### src/hw/rtl/wwm_pkg.sv
// ----------------------------------------------------------------------------
// Weekday and week-of-month package
// Shared constants, pipeline control type and small calendar helpers.
// ----------------------------------------------------------------------------
`default_nettype none

package wwm_pkg;

   // Field widths of the date and result beats.
   localparam int DateW  = 27;
   localparam int YearW  = 14;   // raw decoded year, up to 13421
   localparam int RemW   = 14;   // remainder after the year digits
   localparam int TwoDigW = 7;   // a two-digit decimal value
   localparam int WdW    = 3;
   localparam int WeekW  = 3;
   localparam int WYearW = 12;
   localparam int MonthW = 4;
   localparam int DayW   = 5;

   // Number of register stages from input capture to the result register.
   localparam int NumStages = 6;

   // Accepted year window and the base year of the day count.
   localparam logic [YearW-1:0] BaseYear = 14'd2015;
   localparam logic [YearW-1:0] LastYear = 14'd2099;

   // Reciprocal multipliers for the constant divisions.
   localparam logic [27:0] DivTenKMul    = 28'd219902326;  // 2^41 / 10000, rounded up
   localparam logic [14:0] DivHundredMul = 15'd20972;      // 2^21 / 100, rounded up
   localparam logic [7:0]  DivSevenMul   = 8'd147;         // 2^10 / 7, rounded up

   // Per-stage load strobes from the pipeline control.
   typedef struct packed {
      logic [NumStages-1:0] load;
   } pipe_ctl_type;

   // Year digits of a packed decimal date.
   function automatic logic [YearW-1:0] div10000(input logic [DateW-1:0] x);
      logic [54:0] p;
      p = 55'(x) * 55'(DivTenKMul);
      return p[54:41];
   endfunction

   // Upper two digits of a four-digit value.
   function automatic logic [TwoDigW-1:0] div100(input logic [RemW-1:0] x);
      logic [28:0] p;
      p = 29'(x) * 29'(DivHundredMul);
      return p[27:21];
   endfunction

   // Quotient by seven of a value below 204.
   function automatic logic [5:0] div7(input logic [7:0] x);
      logic [15:0] p;
      p = 16'(x) * 16'(DivSevenMul);
      return p[15:10];
   endfunction

   // Remainder by seven of a value below 204.
   function automatic logic [2:0] mod7(input logic [7:0] x);
      logic [5:0] q;
      logic [8:0] r;
      q = div7(x);
      r = 9'(x) - 9'(q) * 9'd7;
      return r[2:0];
   endfunction

   // Days before the first of the month, reduced modulo seven.
   function automatic logic [2:0] cum_mod7(input logic [MonthW-1:0] m, input logic leap);
      logic [2:0] c;
      unique case (m)
         4'd1:    c = 3'd0;
         4'd2:    c = 3'd3;
         4'd3:    c = leap ? 3'd4 : 3'd3;
         4'd4:    c = leap ? 3'd0 : 3'd6;
         4'd5:    c = leap ? 3'd2 : 3'd1;
         4'd6:    c = leap ? 3'd5 : 3'd4;
         4'd7:    c = leap ? 3'd0 : 3'd6;
         4'd8:    c = leap ? 3'd3 : 3'd2;
         4'd9:    c = leap ? 3'd6 : 3'd5;
         4'd10:   c = leap ? 3'd1 : 3'd0;
         4'd11:   c = leap ? 3'd4 : 3'd3;
         4'd12:   c = leap ? 3'd6 : 3'd5;
         default: c = 3'd0;
      endcase
      return c;
   endfunction

   // Length of a month in days.
   function automatic logic [DayW-1:0] month_len(input logic [MonthW-1:0] m, input logic leap);
      logic [DayW-1:0] n;
      unique case (m)
         4'd2:    n = leap ? 5'd29 : 5'd28;
         4'd4,
         4'd6,
         4'd9,
         4'd11:   n = 5'd30;
         default: n = 5'd31;
      endcase
      return n;
   endfunction

endpackage

`default_nettype wire

### src/hw/rtl/wwm_digit_split.sv
// ----------------------------------------------------------------------------
// Decimal digit split
// Splits a packed YYYYMMDD date into year, month digits and the remainder
// over three register stages, with a reciprocal multiply in the first and third.
// ----------------------------------------------------------------------------
`default_nettype none

module wwm_digit_split (
   input  wire logic                          clock,
   input  wire wwm_pkg::pipe_ctl_type         ctl,
   input  wire logic [wwm_pkg::DateW-1:0]     date,
   output logic      [wwm_pkg::YearW-1:0]     year,
   output logic      [wwm_pkg::TwoDigW-1:0]   month,
   output logic      [wwm_pkg::RemW-1:0]      rem
);
   import wwm_pkg::*;

   logic [DateW-1:0]   date1_ff;
   logic [YearW-1:0]   year1_ff, year1_in;
   logic [YearW-1:0]   year2_ff;
   logic [RemW-1:0]    rem2_ff, rem2_in;
   logic [YearW-1:0]   year3_ff;
   logic [RemW-1:0]    rem3_ff;
   logic [TwoDigW-1:0] month3_ff, month3_in;
   logic [DateW-1:0]   yprod;

   // Stage one: year digits by reciprocal multiply.
   assign year1_in = div10000(date);

   // Stage two: strip the year digits.
   assign yprod   = DateW'(year1_ff) * DateW'(14'd10000);
   assign rem2_in = RemW'(date1_ff - yprod);

   // Stage three: month digits of the remainder.
   assign month3_in = div100(rem2_ff);

   always_ff @(posedge clock) begin
      if (ctl.load[1]) begin
         date1_ff <= date;
         year1_ff <= year1_in;
      end
      if (ctl.load[2]) begin
         year2_ff <= year1_ff;
         rem2_ff  <= rem2_in;
      end
      if (ctl.load[3]) begin
         year3_ff  <= year2_ff;
         rem3_ff   <= rem2_ff;
         month3_ff <= month3_in;
      end
   end

   assign year  = year3_ff;
   assign month = month3_ff;
   assign rem   = rem3_ff;

endmodule

`default_nettype wire

### src/hw/rtl/wwm_calendar.sv
// ----------------------------------------------------------------------------
// Calendar stage
// Checks the decoded date, finds its weekday and then the week of the month
// counted by the week's Sunday, with rollback into the previous month.
// ----------------------------------------------------------------------------
`default_nettype none

module wwm_calendar (
   input  wire logic                         clock,
   input  wire wwm_pkg::pipe_ctl_type        ctl,
   input  wire logic [wwm_pkg::YearW-1:0]    year,
   input  wire logic [wwm_pkg::TwoDigW-1:0]  month,
   input  wire logic [wwm_pkg::RemW-1:0]     rem,
   output logic      [wwm_pkg::WdW-1:0]      weekday,
   output logic      [wwm_pkg::WeekW-1:0]    week_number,
   output logic      [wwm_pkg::WYearW-1:0]   week_year,
   output logic      [wwm_pkg::MonthW-1:0]   week_month,
   output logic                              range_error
);
   import wwm_pkg::*;

   // Stage four signals.
   logic [RemW-1:0]    day_full;
   logic [TwoDigW-1:0] day_dec;
   logic               err4_in, leap4_in;
   logic [YearW-1:0]   dy_full;
   logic [6:0]         dy;
   logic [4:0]         leaps;
   logic [7:0]         wsum;
   logic [WdW-1:0]     wd4_in;

   logic               err4_ff, leap4_ff;
   logic [WdW-1:0]     wd4_ff;
   logic [DayW-1:0]    day4_ff;
   logic [MonthW-1:0]  month4_ff;
   logic [WYearW-1:0]  year4_ff;

   // Output stage signals.
   logic [MonthW-1:0]  pm;
   logic [DayW-1:0]    last;
   logic [2:0]         lwd;
   logic [DayW-1:0]    sunday;
   logic [WdW-1:0]     wd_in;
   logic [WeekW-1:0]   week_in;
   logic [WYearW-1:0]  wyear_in;
   logic [MonthW-1:0]  wmonth_in;

   logic [WdW-1:0]     wd_ff;
   logic [WeekW-1:0]   week_ff;
   logic [WYearW-1:0]  wyear_ff;
   logic [MonthW-1:0]  wmonth_ff;
   logic               err_ff;

   // Day digits and range checks.
   assign day_full = rem - RemW'(month) * RemW'(7'd100);
   assign day_dec  = day_full[TwoDigW-1:0];
   assign err4_in  = (year < BaseYear) || (year > LastYear) ||
                     (month == 7'd0) || (month > 7'd12) ||
                     (day_dec == 7'd0) || (day_dec > 7'd31);
   assign leap4_in = (year[1:0] == 2'd0);

   // Weekday: 365 is one modulo seven, so each year moves the weekday by one.
   assign dy_full = year - BaseYear;
   assign dy      = dy_full[6:0];
   assign leaps   = 5'((8'(dy) + 8'd2) >> 2);
   assign wsum    = 8'(cum_mod7(month[MonthW-1:0], leap4_in)) + 8'(dy) + 8'(leaps)
                    + 8'(day_dec) + 8'd3;
   assign wd4_in  = mod7(wsum);

   always_ff @(posedge clock) begin
      if (ctl.load[4]) begin
         err4_ff   <= err4_in;
         leap4_ff  <= leap4_in;
         wd4_ff    <= wd4_in;
         day4_ff   <= day_dec[DayW-1:0];
         month4_ff <= month[MonthW-1:0];
         year4_ff  <= year[WYearW-1:0];
      end
   end

   // Week of the month, rolling back when the Sunday lies in the prior month.
   assign pm   = (month4_ff == 4'd1) ? 4'd12 : month4_ff - 4'd1;
   assign last = month_len(pm, leap4_ff);
   assign lwd  = mod7(8'(wd4_ff) + 8'd35 - 8'(day4_ff));

   always_comb begin
      wd_in     = '0;
      week_in   = '0;
      wyear_in  = '0;
      wmonth_in = '0;
      sunday    = day4_ff - DayW'(wd4_ff);
      if (!err4_ff) begin
         wd_in     = wd4_ff;
         wyear_in  = year4_ff;
         wmonth_in = month4_ff;
         if (day4_ff <= DayW'(wd4_ff)) begin
            sunday    = last - DayW'(lwd);
            wmonth_in = pm;
            if (month4_ff == 4'd1) begin
               wyear_in = year4_ff - 12'd1;
            end
         end
         week_in = WeekW'(div7(8'(sunday) + 8'd6));
      end
   end

   always_ff @(posedge clock) begin
      if (ctl.load[5]) begin
         wd_ff     <= wd_in;
         week_ff   <= week_in;
         wyear_ff  <= wyear_in;
         wmonth_ff <= wmonth_in;
         err_ff    <= err4_ff;
      end
   end

   assign weekday     = wd_ff;
   assign week_number = week_ff;
   assign week_year   = wyear_ff;
   assign week_month  = wmonth_ff;
   assign range_error = err_ff;

endmodule

`default_nettype wire

### src/hw/rtl/weekday_and_week_of_month.sv
// ----------------------------------------------------------------------------
// Weekday and week of month
// Decodes a packed decimal date YYYYMMDD into its weekday and the week of the
// month that the week's Sunday falls in.
//
// Use:
//   The request channel (req_valid, req_stall, req_packed_date) carries one
//   date per beat. The response channel (rsp_valid, rsp_stall and the rsp_
//   result fields) returns exactly one result beat per date, in order.
//   A beat moves at a rising edge where valid is high and stall is low.
//   A date accepted at one edge reaches the response port through six
//   register stages (capture, year digits, remainder, month digits,
//   weekday, week count). Every stage holds its own valid bit.
//   Throughput is one date per cycle while the receiver does not stall.
//   When the receiver stalls, the response beat holds and stages behind it
//   keep filling bubbles; req_stall rises only when every stage is full.
//   Dates with a year outside 2015 to 2099, or a bad month or day field,
//   give range_error set and all other result fields zero.
//   Reset empties the pipeline; no stored data needs clearing.
// ----------------------------------------------------------------------------
`default_nettype none

module weekday_and_week_of_month (
   input  wire logic                         clock,
   input  wire logic                         reset,
   input  wire logic                         req_valid,
   output logic                              req_stall,
   input  wire logic [wwm_pkg::DateW-1:0]    req_packed_date,
   output logic                              rsp_valid,
   input  wire logic                         rsp_stall,
   output logic      [wwm_pkg::WdW-1:0]      rsp_weekday,
   output logic      [wwm_pkg::WeekW-1:0]    rsp_week_number,
   output logic      [wwm_pkg::WYearW-1:0]   rsp_week_year,
   output logic      [wwm_pkg::MonthW-1:0]   rsp_week_month,
   output logic                              rsp_range_error
);
   import wwm_pkg::*;

   logic [NumStages-1:0] valid_ff, valid_in;
   logic [NumStages-1:0] adv;
   pipe_ctl_type         ctl;
   logic [DateW-1:0]     date0_ff;
   logic [YearW-1:0]     year;
   logic [TwoDigW-1:0]   month;
   logic [RemW-1:0]      rem;

   // A stage may take a new beat when it is empty or its contents move on.
   always_comb begin
      adv[NumStages-1] = !valid_ff[NumStages-1] || !rsp_stall;
      for (int i = NumStages - 2; i >= 0; i--) begin
         adv[i] = !valid_ff[i] || adv[i+1];
      end
   end

   // Load strobes and next valid bits per stage.
   always_comb begin
      for (int i = 0; i < NumStages; i++) begin
         if (i == 0) begin
            ctl.load[i] = adv[i] && req_valid;
            valid_in[i] = adv[i] ? req_valid : valid_ff[i];
         end else begin
            ctl.load[i] = adv[i] && valid_ff[i-1];
            valid_in[i] = adv[i] ? valid_ff[i-1] : valid_ff[i];
         end
      end
   end

   always_ff @(posedge clock) begin
      if (reset) begin
         valid_ff <= '0;
      end else begin
         valid_ff <= valid_in;
      end
   end

   // Input capture register.
   always_ff @(posedge clock) begin
      if (ctl.load[0]) begin
         date0_ff <= req_packed_date;
      end
   end

   wwm_digit_split u_split (
      .clock (clock),
      .ctl   (ctl),
      .date  (date0_ff),
      .year  (year),
      .month (month),
      .rem   (rem)
   );

   wwm_calendar u_calendar (
      .clock       (clock),
      .ctl         (ctl),
      .year        (year),
      .month       (month),
      .rem         (rem),
      .weekday     (rsp_weekday),
      .week_number (rsp_week_number),
      .week_year   (rsp_week_year),
      .week_month  (rsp_week_month),
      .range_error (rsp_range_error)
   );

   assign req_stall = !adv[0];
   assign rsp_valid = valid_ff[NumStages-1];

endmodule

`default_nettype wire

### config.mk
export PLATFORM = sky130hd
export DESIGN_NAME = weekday_and_week_of_month
export DESIGN_NICKNAME = d
export VERILOG_FILES = /design/src/hw/rtl/wwm_pkg.sv /design/src/hw/rtl/wwm_digit_split.sv /design/src/hw/rtl/wwm_calendar.sv /design/src/hw/rtl/weekday_and_week_of_month.sv
export SDC_FILE = /design/constraint.sdc
export NUM_CORES = 1
export LEC_CHECK = 0
export ABC_CLOCK_PERIOD_IN_PS = 17300
export BUFFER_PORTS_ARGS = -buffer_cell sky130_fd_sc_hd__buf_2
export CAP_MARGIN = 20
export CELL_PAD_IN_SITES_DETAIL_PLACEMENT = 1
export CELL_PAD_IN_SITES_GLOBAL_PLACEMENT = 2
export CORE_MARGIN = 5
export CORE_UTILIZATION = 48
export DETAILED_ROUTE_END_ITERATION = 10
export PLACE_DENSITY = 0.94
export SLEW_MARGIN = 20
export SYNTH_ARGS = -nofsm -noshare
export SYNTH_HDL_FRONTEND = slang
export SYNTH_SLANG_ARGS = --single-unit
export TNS_END_PERCENT = 10
### constraint.sdc
create_clock -name clock -period 17.3 [get_ports clock]
set_clock_uncertainty 0.05 [all_clocks]
set_input_delay 1.73 -clock clock [delete_from_list [all_inputs] [get_ports clock]]
set_output_delay 1.73 -clock clock [all_outputs]
set_load 0.01 [all_outputs]
After elaboration in Yosys (flattened, before gate mapping)
Cells that the tools add are included.

Input port bits: 31. Bits in registers: 166. Word-level logic and storage cells: 121. Output and inout bits: 25.

Add/sub/neg operators: 17. Eq/ne operators: 17. Multiplexer cells: 16. $mul: 9. Order comparisons: 5. Reductions and logical operators: 32.

Operators by type and width (number): multiplier 27 x 27 -> 54 bit, second input constant (1); multiplier 8 x 8 -> 16 bit, second input constant (2); == test 4 bit, second input constant (7); multiplier 14 x 13 -> 26 bit, second input constant (1); == test 4 x 3 -> 1 bit, second input constant (6); two-way mux 12 bit (2); one-hot mux 3 bit (8 select lines) (1); > comparator 14 x 12 -> 1 bit, second input constant (1); zero test 7 bit (2); < comparator 14 x 11 -> 1 bit, second input constant (1); multiplier 14 x 10 -> 10 bit, second input constant (1); subtractor 14 bit (1); multiplier 8 x 8 -> 13 bit, second input constant (1); == test 4 x 2 -> 1 bit, second input constant (3); multiplier 6 x 3 -> 3 bit, second input constant (2); subtractor 12 x 1 -> 12 bit, second input constant (1); logical OR 1 bit (11); two-way mux 5 bit (2); one-hot mux 5 bit (2 select lines) (1); subtractor 5 x 3 -> 5 bit (2); adder 3 x 7 -> 8 bit (1); adder 8 x 2 -> 8 bit, second input constant (1); adder 8 x 5 -> 8 bit (1); adder 8 x 7 -> 8 bit (1); 22 further kinds (43).

Longest topological paths before layout
Word-level depth: 10. Depth in mapped cells: 46. Depth with buffers taken out: 46.

By module
A second synthesis with hierarchy kept.

Cell total of the unflattened synthesis: 2499. Area, all modules: 26894.5 µm².

Modules (own cells, without submodules): wwm_digit_split (seq. area each 2732.6 µm², times used 1, area each 19994.2 µm², cells each 1861); wwm_calendar (seq. area each 1471.4 µm², times used 1, area each 5809.3 µm², cells each 581); weekday_and_week_of_month (seq. area each 930.9 µm², times used 1, area each 1091.0 µm², cells each 57).

Worst setup path after synthesis
OpenSTA, ideal clock, no wires.

Path kind: register -> register. Start: register u_calendar.day4_ff[2]. End: register u_calendar.week_ff[2] (netlist: u_calendar.week_number[2]), data pin. Data required time: 16984 ps. Period minus slack after synthesis: 8616 ps. Buffers on the path: 0. Library setup time: 266 ps. Slack: 8684 ps. Cell stages (with the launch flop): 39. Data arrival time: 8300 ps. Cell sequence: edfxtp_1 ha_1 inv_1 ha_1 a21o_1 a21oi_1 xor2_1 ha_1 ha_1 fa_1 ha_1 a21oi_1 o22ai_1 nand2b_1 nand2b_1 xor2_1 inv_1 ha_1 (+3 left out) xnor2_1 xnor2_1 xnor2_1 mux2i_1 ha_1 nor3_2 ha_1 inv_1 fa_1 inv_1 ha_1 ha_1 nand3_1 nor2_1 nand3_1 o311ai_1 xnor2_1 nor2_1.

Longest elaborated chain between the ends: 9. Elaborated cells on any way between the ends: 11. Those cells by class: add/sub: 5; mul: 3; order compare: 1; mux: 2.

RTL lines: start, declared (line wwm_calendar.sv:34) `logic [DayW-1:0] day4_ff;`; start signal, assigned (line wwm_calendar.sv:75) `day4_ff <= day_dec[DayW-1:0];`; subtractor 7 x 5 -> 8 bit (line wwm_calendar.sv:84) `assign lwd = mod7(8'(wd4_ff) + 8'd35 - 8'(day4_ff));`; multiplier 8 x 8 -> 16 bit (line wwm_pkg.sv:54) `p = 16'(x) * 16'(DivSevenMul);`; multiplier 6 x 3 -> 3 bit (line wwm_pkg.sv:63) `r = 9'(x) - 9'(q) * 9'd7;`; subtractor 3 bit (line wwm_pkg.sv:63); subtractor 5 x 3 -> 5 bit (line wwm_calendar.sv:97) `sunday = last - DayW'(lwd);`; two-way mux 5 bit * (line wwm_calendar.sv:96) `if (day4_ff <= DayW'(wd4_ff)) begin`; two-way mux 5 bit * (line wwm_calendar.sv:92) `if (!err4_ff) begin`; adder 5 x 3 -> 6 bit * (line wwm_calendar.sv:103) `week_in = WeekW'(div7(8'(sunday) + 8'd6));`; multiplier 8 x 8 -> 13 bit * (line wwm_pkg.sv:54); end signal, assigned (line wwm_calendar.sv:110) `week_ff <= week_in;`; end, declared (line wwm_calendar.sv:49) `logic [WeekW-1:0] week_ff;`.

Mark *: on every way between the ends. The rest lies on a longest branch, timed or not. The select of a mux whose other input is x is not followed. A chain may end at the register's enable or synchronous reset.

Worst setup path in the final report
Same ends and word-level chain as after synthesis.

==> metrics.md <==
| Metric | Value |
|---|---|
| Yosys warning count | 0 |
| Final period util | 0.563 |
| Final WL | 65,500 um |
| FP Rows | 85 |
| Post-route ant nets | 0 |
| Die footprint | 58,700 um^2 |
| Vias per cell | 5.30 |
| Clock latency at the later pin of the worst-skew pair | around 0.48 ns |
| Crit end category | flop |
| Vias in the first global route | slightly below 20,000 |
| Hold/Removal Path Class | reg -> reg |
| Clock slew at reported path FFs | around 0.080 ns |
| Max-cap violations | 0 |
| Commonest non-fill, non-tap cell in the layout | inv_1 |
| Total congestion overflow | 0 |
| TritonCTS Buffers | 17 |
| Largest net degree at the start of global routing | 29 |
| Setup Buffers After CTS | 0 |
| DR iter-0 viols | 529 |
| Share of the synthesized area in the top cell type | 0.320 |
| Met3 Use GR | 0.0376 |
| #FFs+latches synth | 166 |
| Initial DRT Pass Iterations | 4 |
| Startpoint Class | flop |
| Slowest cell on crit path | fa_1 |
| Reg2reg path depth | 40 |
| Gpl congestion | approximately 0.93 |
| Dominant cell type by area after synthesis | fa_1 |
| CORE AREA | 53,600 um^2 |
| Syn_nets | around 3,300 |
| CP Max Fanout | 7 |
| Clock sink total | 166 |
| Final HPWL DP | 56,500 um |
| Hold WS | ~0.37 ns |
| Worst Tran Pin Value | just over 1 ns |
| GRT Total Usage | 0.234 |
| Fin nets | 3,383 |
| Unique masters post-synth | 68 |
| CTS tree | yes |
| Initial antenna violation count | 0 |
| Height of the die | around 240 um |
| HP Start | u_split.year1_ff[10] |
| Mapped cell area | 25,900 um^2 |
| Most frequent cells in the layout | inv_1 (704), ha_1 (510), fa_1 (414), edfxtp_1 (160), xnor2_1 (75) |
| Outcome | finished clean |
| Crit path DAT | 9.90 ns |
| Ys flop type | edfxtp_1 |
| Post-synth EDFFs | 160 |
| R2R Path Start | u_calendar.day4_ff[2] |
| WHS Endpoint | u_split.year2_ff[10] |
| Hold Violations, Final | 0 |
| Most frequent CP cell | ha_1 |
| Maximum root-to-sink buffer count | 2 |
| # setup viols final | 0 |
| Ports | 56 |
| # hold bufs at CTS | 0 |
| FFs w/ async S/R, synth | 0 |
| RR Endpoint | u_calendar.week_number[2] |
| Post-route setup TNS | 0 ns |
| Antenna diodes | 0 |
| Rel. slew slack | 0.312 |
| Area grow syn2layout | 6.92% |
| Die Wd | 242 um |
| Hold depth | 0 |
| Root Driver | clkbuf_16 |
| Crit Path Class | reg -> reg |
| Max Freq | approximately 100 MHz |
| Post-synthesis sequential area ratio | 0.190 |
| Share of cells above drive strength 1 | 0.0471 |
| Slew Viols, Final | 0 |
| Cells after synthesis | 2,355 |
| Slowest stage delay, CP | ~0.50 ns |
| Top cells by area, synth | fa_1 (32%), ha_1 (25%), edfxtp_1 (19%) |
| RSZ-0062 raised after global routing | false |
| Initial Utilization | 0.483 |
| Cts repair resizes | 0 |
| First-pass GRT wire length | between 100,000 and 150,000 um |
| Met1 GRT Util | 0.275 |
| Req. time, crit path | 17.46 ns |
| Most Crowded Layer GR | met2 |
| Port bufs | 55 |
| H-tree levels | 4 |
| R2r setup slk | 7.56 ns |
| Vias post-DR | 16,600 |
| Routed length per placed instance | 20.9 um |
| Met2 GRT Util | 0.426 |
| Final worst path period need | 9.74 ns |
| Syn_area_per_cell | 11.0 um^2 |
| Residual DRC | 0 |
state kept, by name (all words and copies together), names as in the netlist:
name                    flops
date0_ff                   27
u_split.date1_ff           14
u_split.rem2_ff            14
u_split.year1_ff           14
u_split.year2_ff           14
u_split.year               14
u_calendar.week_year       12
u_calendar.year4_ff        12
u_split.month               7
u_split.rem                 7
valid_ff                    6
u_calendar.day4_ff          5
u_calendar.month4_ff        4
u_calendar.week_month       4
u_calendar.wd4_ff           3
u_calendar.week_number      3
u_calendar.weekday          3
u_calendar.err4_ff          1
u_calendar.leap4_ff         1
u_calendar.range_error      1
worst max-delay path by stage:
stage,startpoint,endpoint,slack (ns)
5_1_grt,u_calendar.day4_ff[2],u_calendar.week_number[2],6.71
3_3_place_gp,u_calendar.day4_ff[2],u_calendar.week_number[2],7.62
3_5_place_dp,u_calendar.day4_ff[2],u_calendar.week_number[1],7.47
2_1_floorplan,u_calendar.day4_ff[2],u_calendar.week_number[2],8.68
4_1_cts,u_calendar.day4_ff[2],u_calendar.week_number[2],7.42
6_report,u_calendar.day4_ff[2],u_calendar.week_number[2],7.56
worst max-delay path: cells and delay by family, from the launching register on:
kind,cells,cell delay (ns)
fa+ha+maj,13,4.44
xor+xnor,8,2.02
compound gates,8,1.11
simple gates,6,0.93
flops,1,0.39
buf+inv,4,0.34
mux,1,0.21
metal layers:
layer  wire length (um)  share of wire
met1              25900           0.40
met2              34500           0.53
met3               2430          0.037
met4               2650          0.040
met5                  0              0
per-stage QoR:
step	utilization	setup slack, ns	cells	instance area, um^2
finish	0.517	7.56	3137	27700
global route	0.517	6.71	3137	27700
detailed placement	0.506	7.47	3105	27100
global placement	0.506	7.62	3105	27100
floorplan	-	8.68	2355	25900
CTS	0.517	7.42	3137	27700
area by class of cell:
type                            count  area (um^2)
Timing Repair Buffer               61          320
Sequential cell                   166         4920
Tap cell                          696          871
Multi-Input combinational cell   1478        18300
Inverter                          704         2640
Clock buffer                       17          425
Fill cell                        5801        25900
Clock inverter                     15          180
cell families after synthesis:
| logic type | after synthesis | share of synthesized area |
|---|---|---|
| xor gates and xnor gates | 112 | 0.0395 |
| adders and majority gates | 925 | 0.567 |
| buffers and inverters | 711 | 0.103 |
| DFF | 166 | 0.190 |
| muxes | 7 | 0.00275 |
| and+or+nand+nor | 215 | 0.0439 |
| AOI/OAI and AO/OA | 219 | 0.0542 |
cell usage after synthesis (all sizes together) (4+ instances only):
library cell,count
xnor2,75
nand2,35
o31ai,4
nand2b,11
a211oi,10
o21a,4
and4,4
ha,510
dfxtp,6
edfxtp,160
nor2,62
o21bai,8
nand4,9
a21boi,4
nand3,25
fa,414
nor3,16
a21o,41
and3,8
o211ai,5
clkbuf,6
xor2,34
a21oi,69
o21ai,39
mux2i,6
nor2b,17
or3,6
a31oi,6
inv,704
or4,6
Power is left out: the tool's default activity adds up to more than one toggle a clock period on the data nets, which glitch-free logic cannot reach.
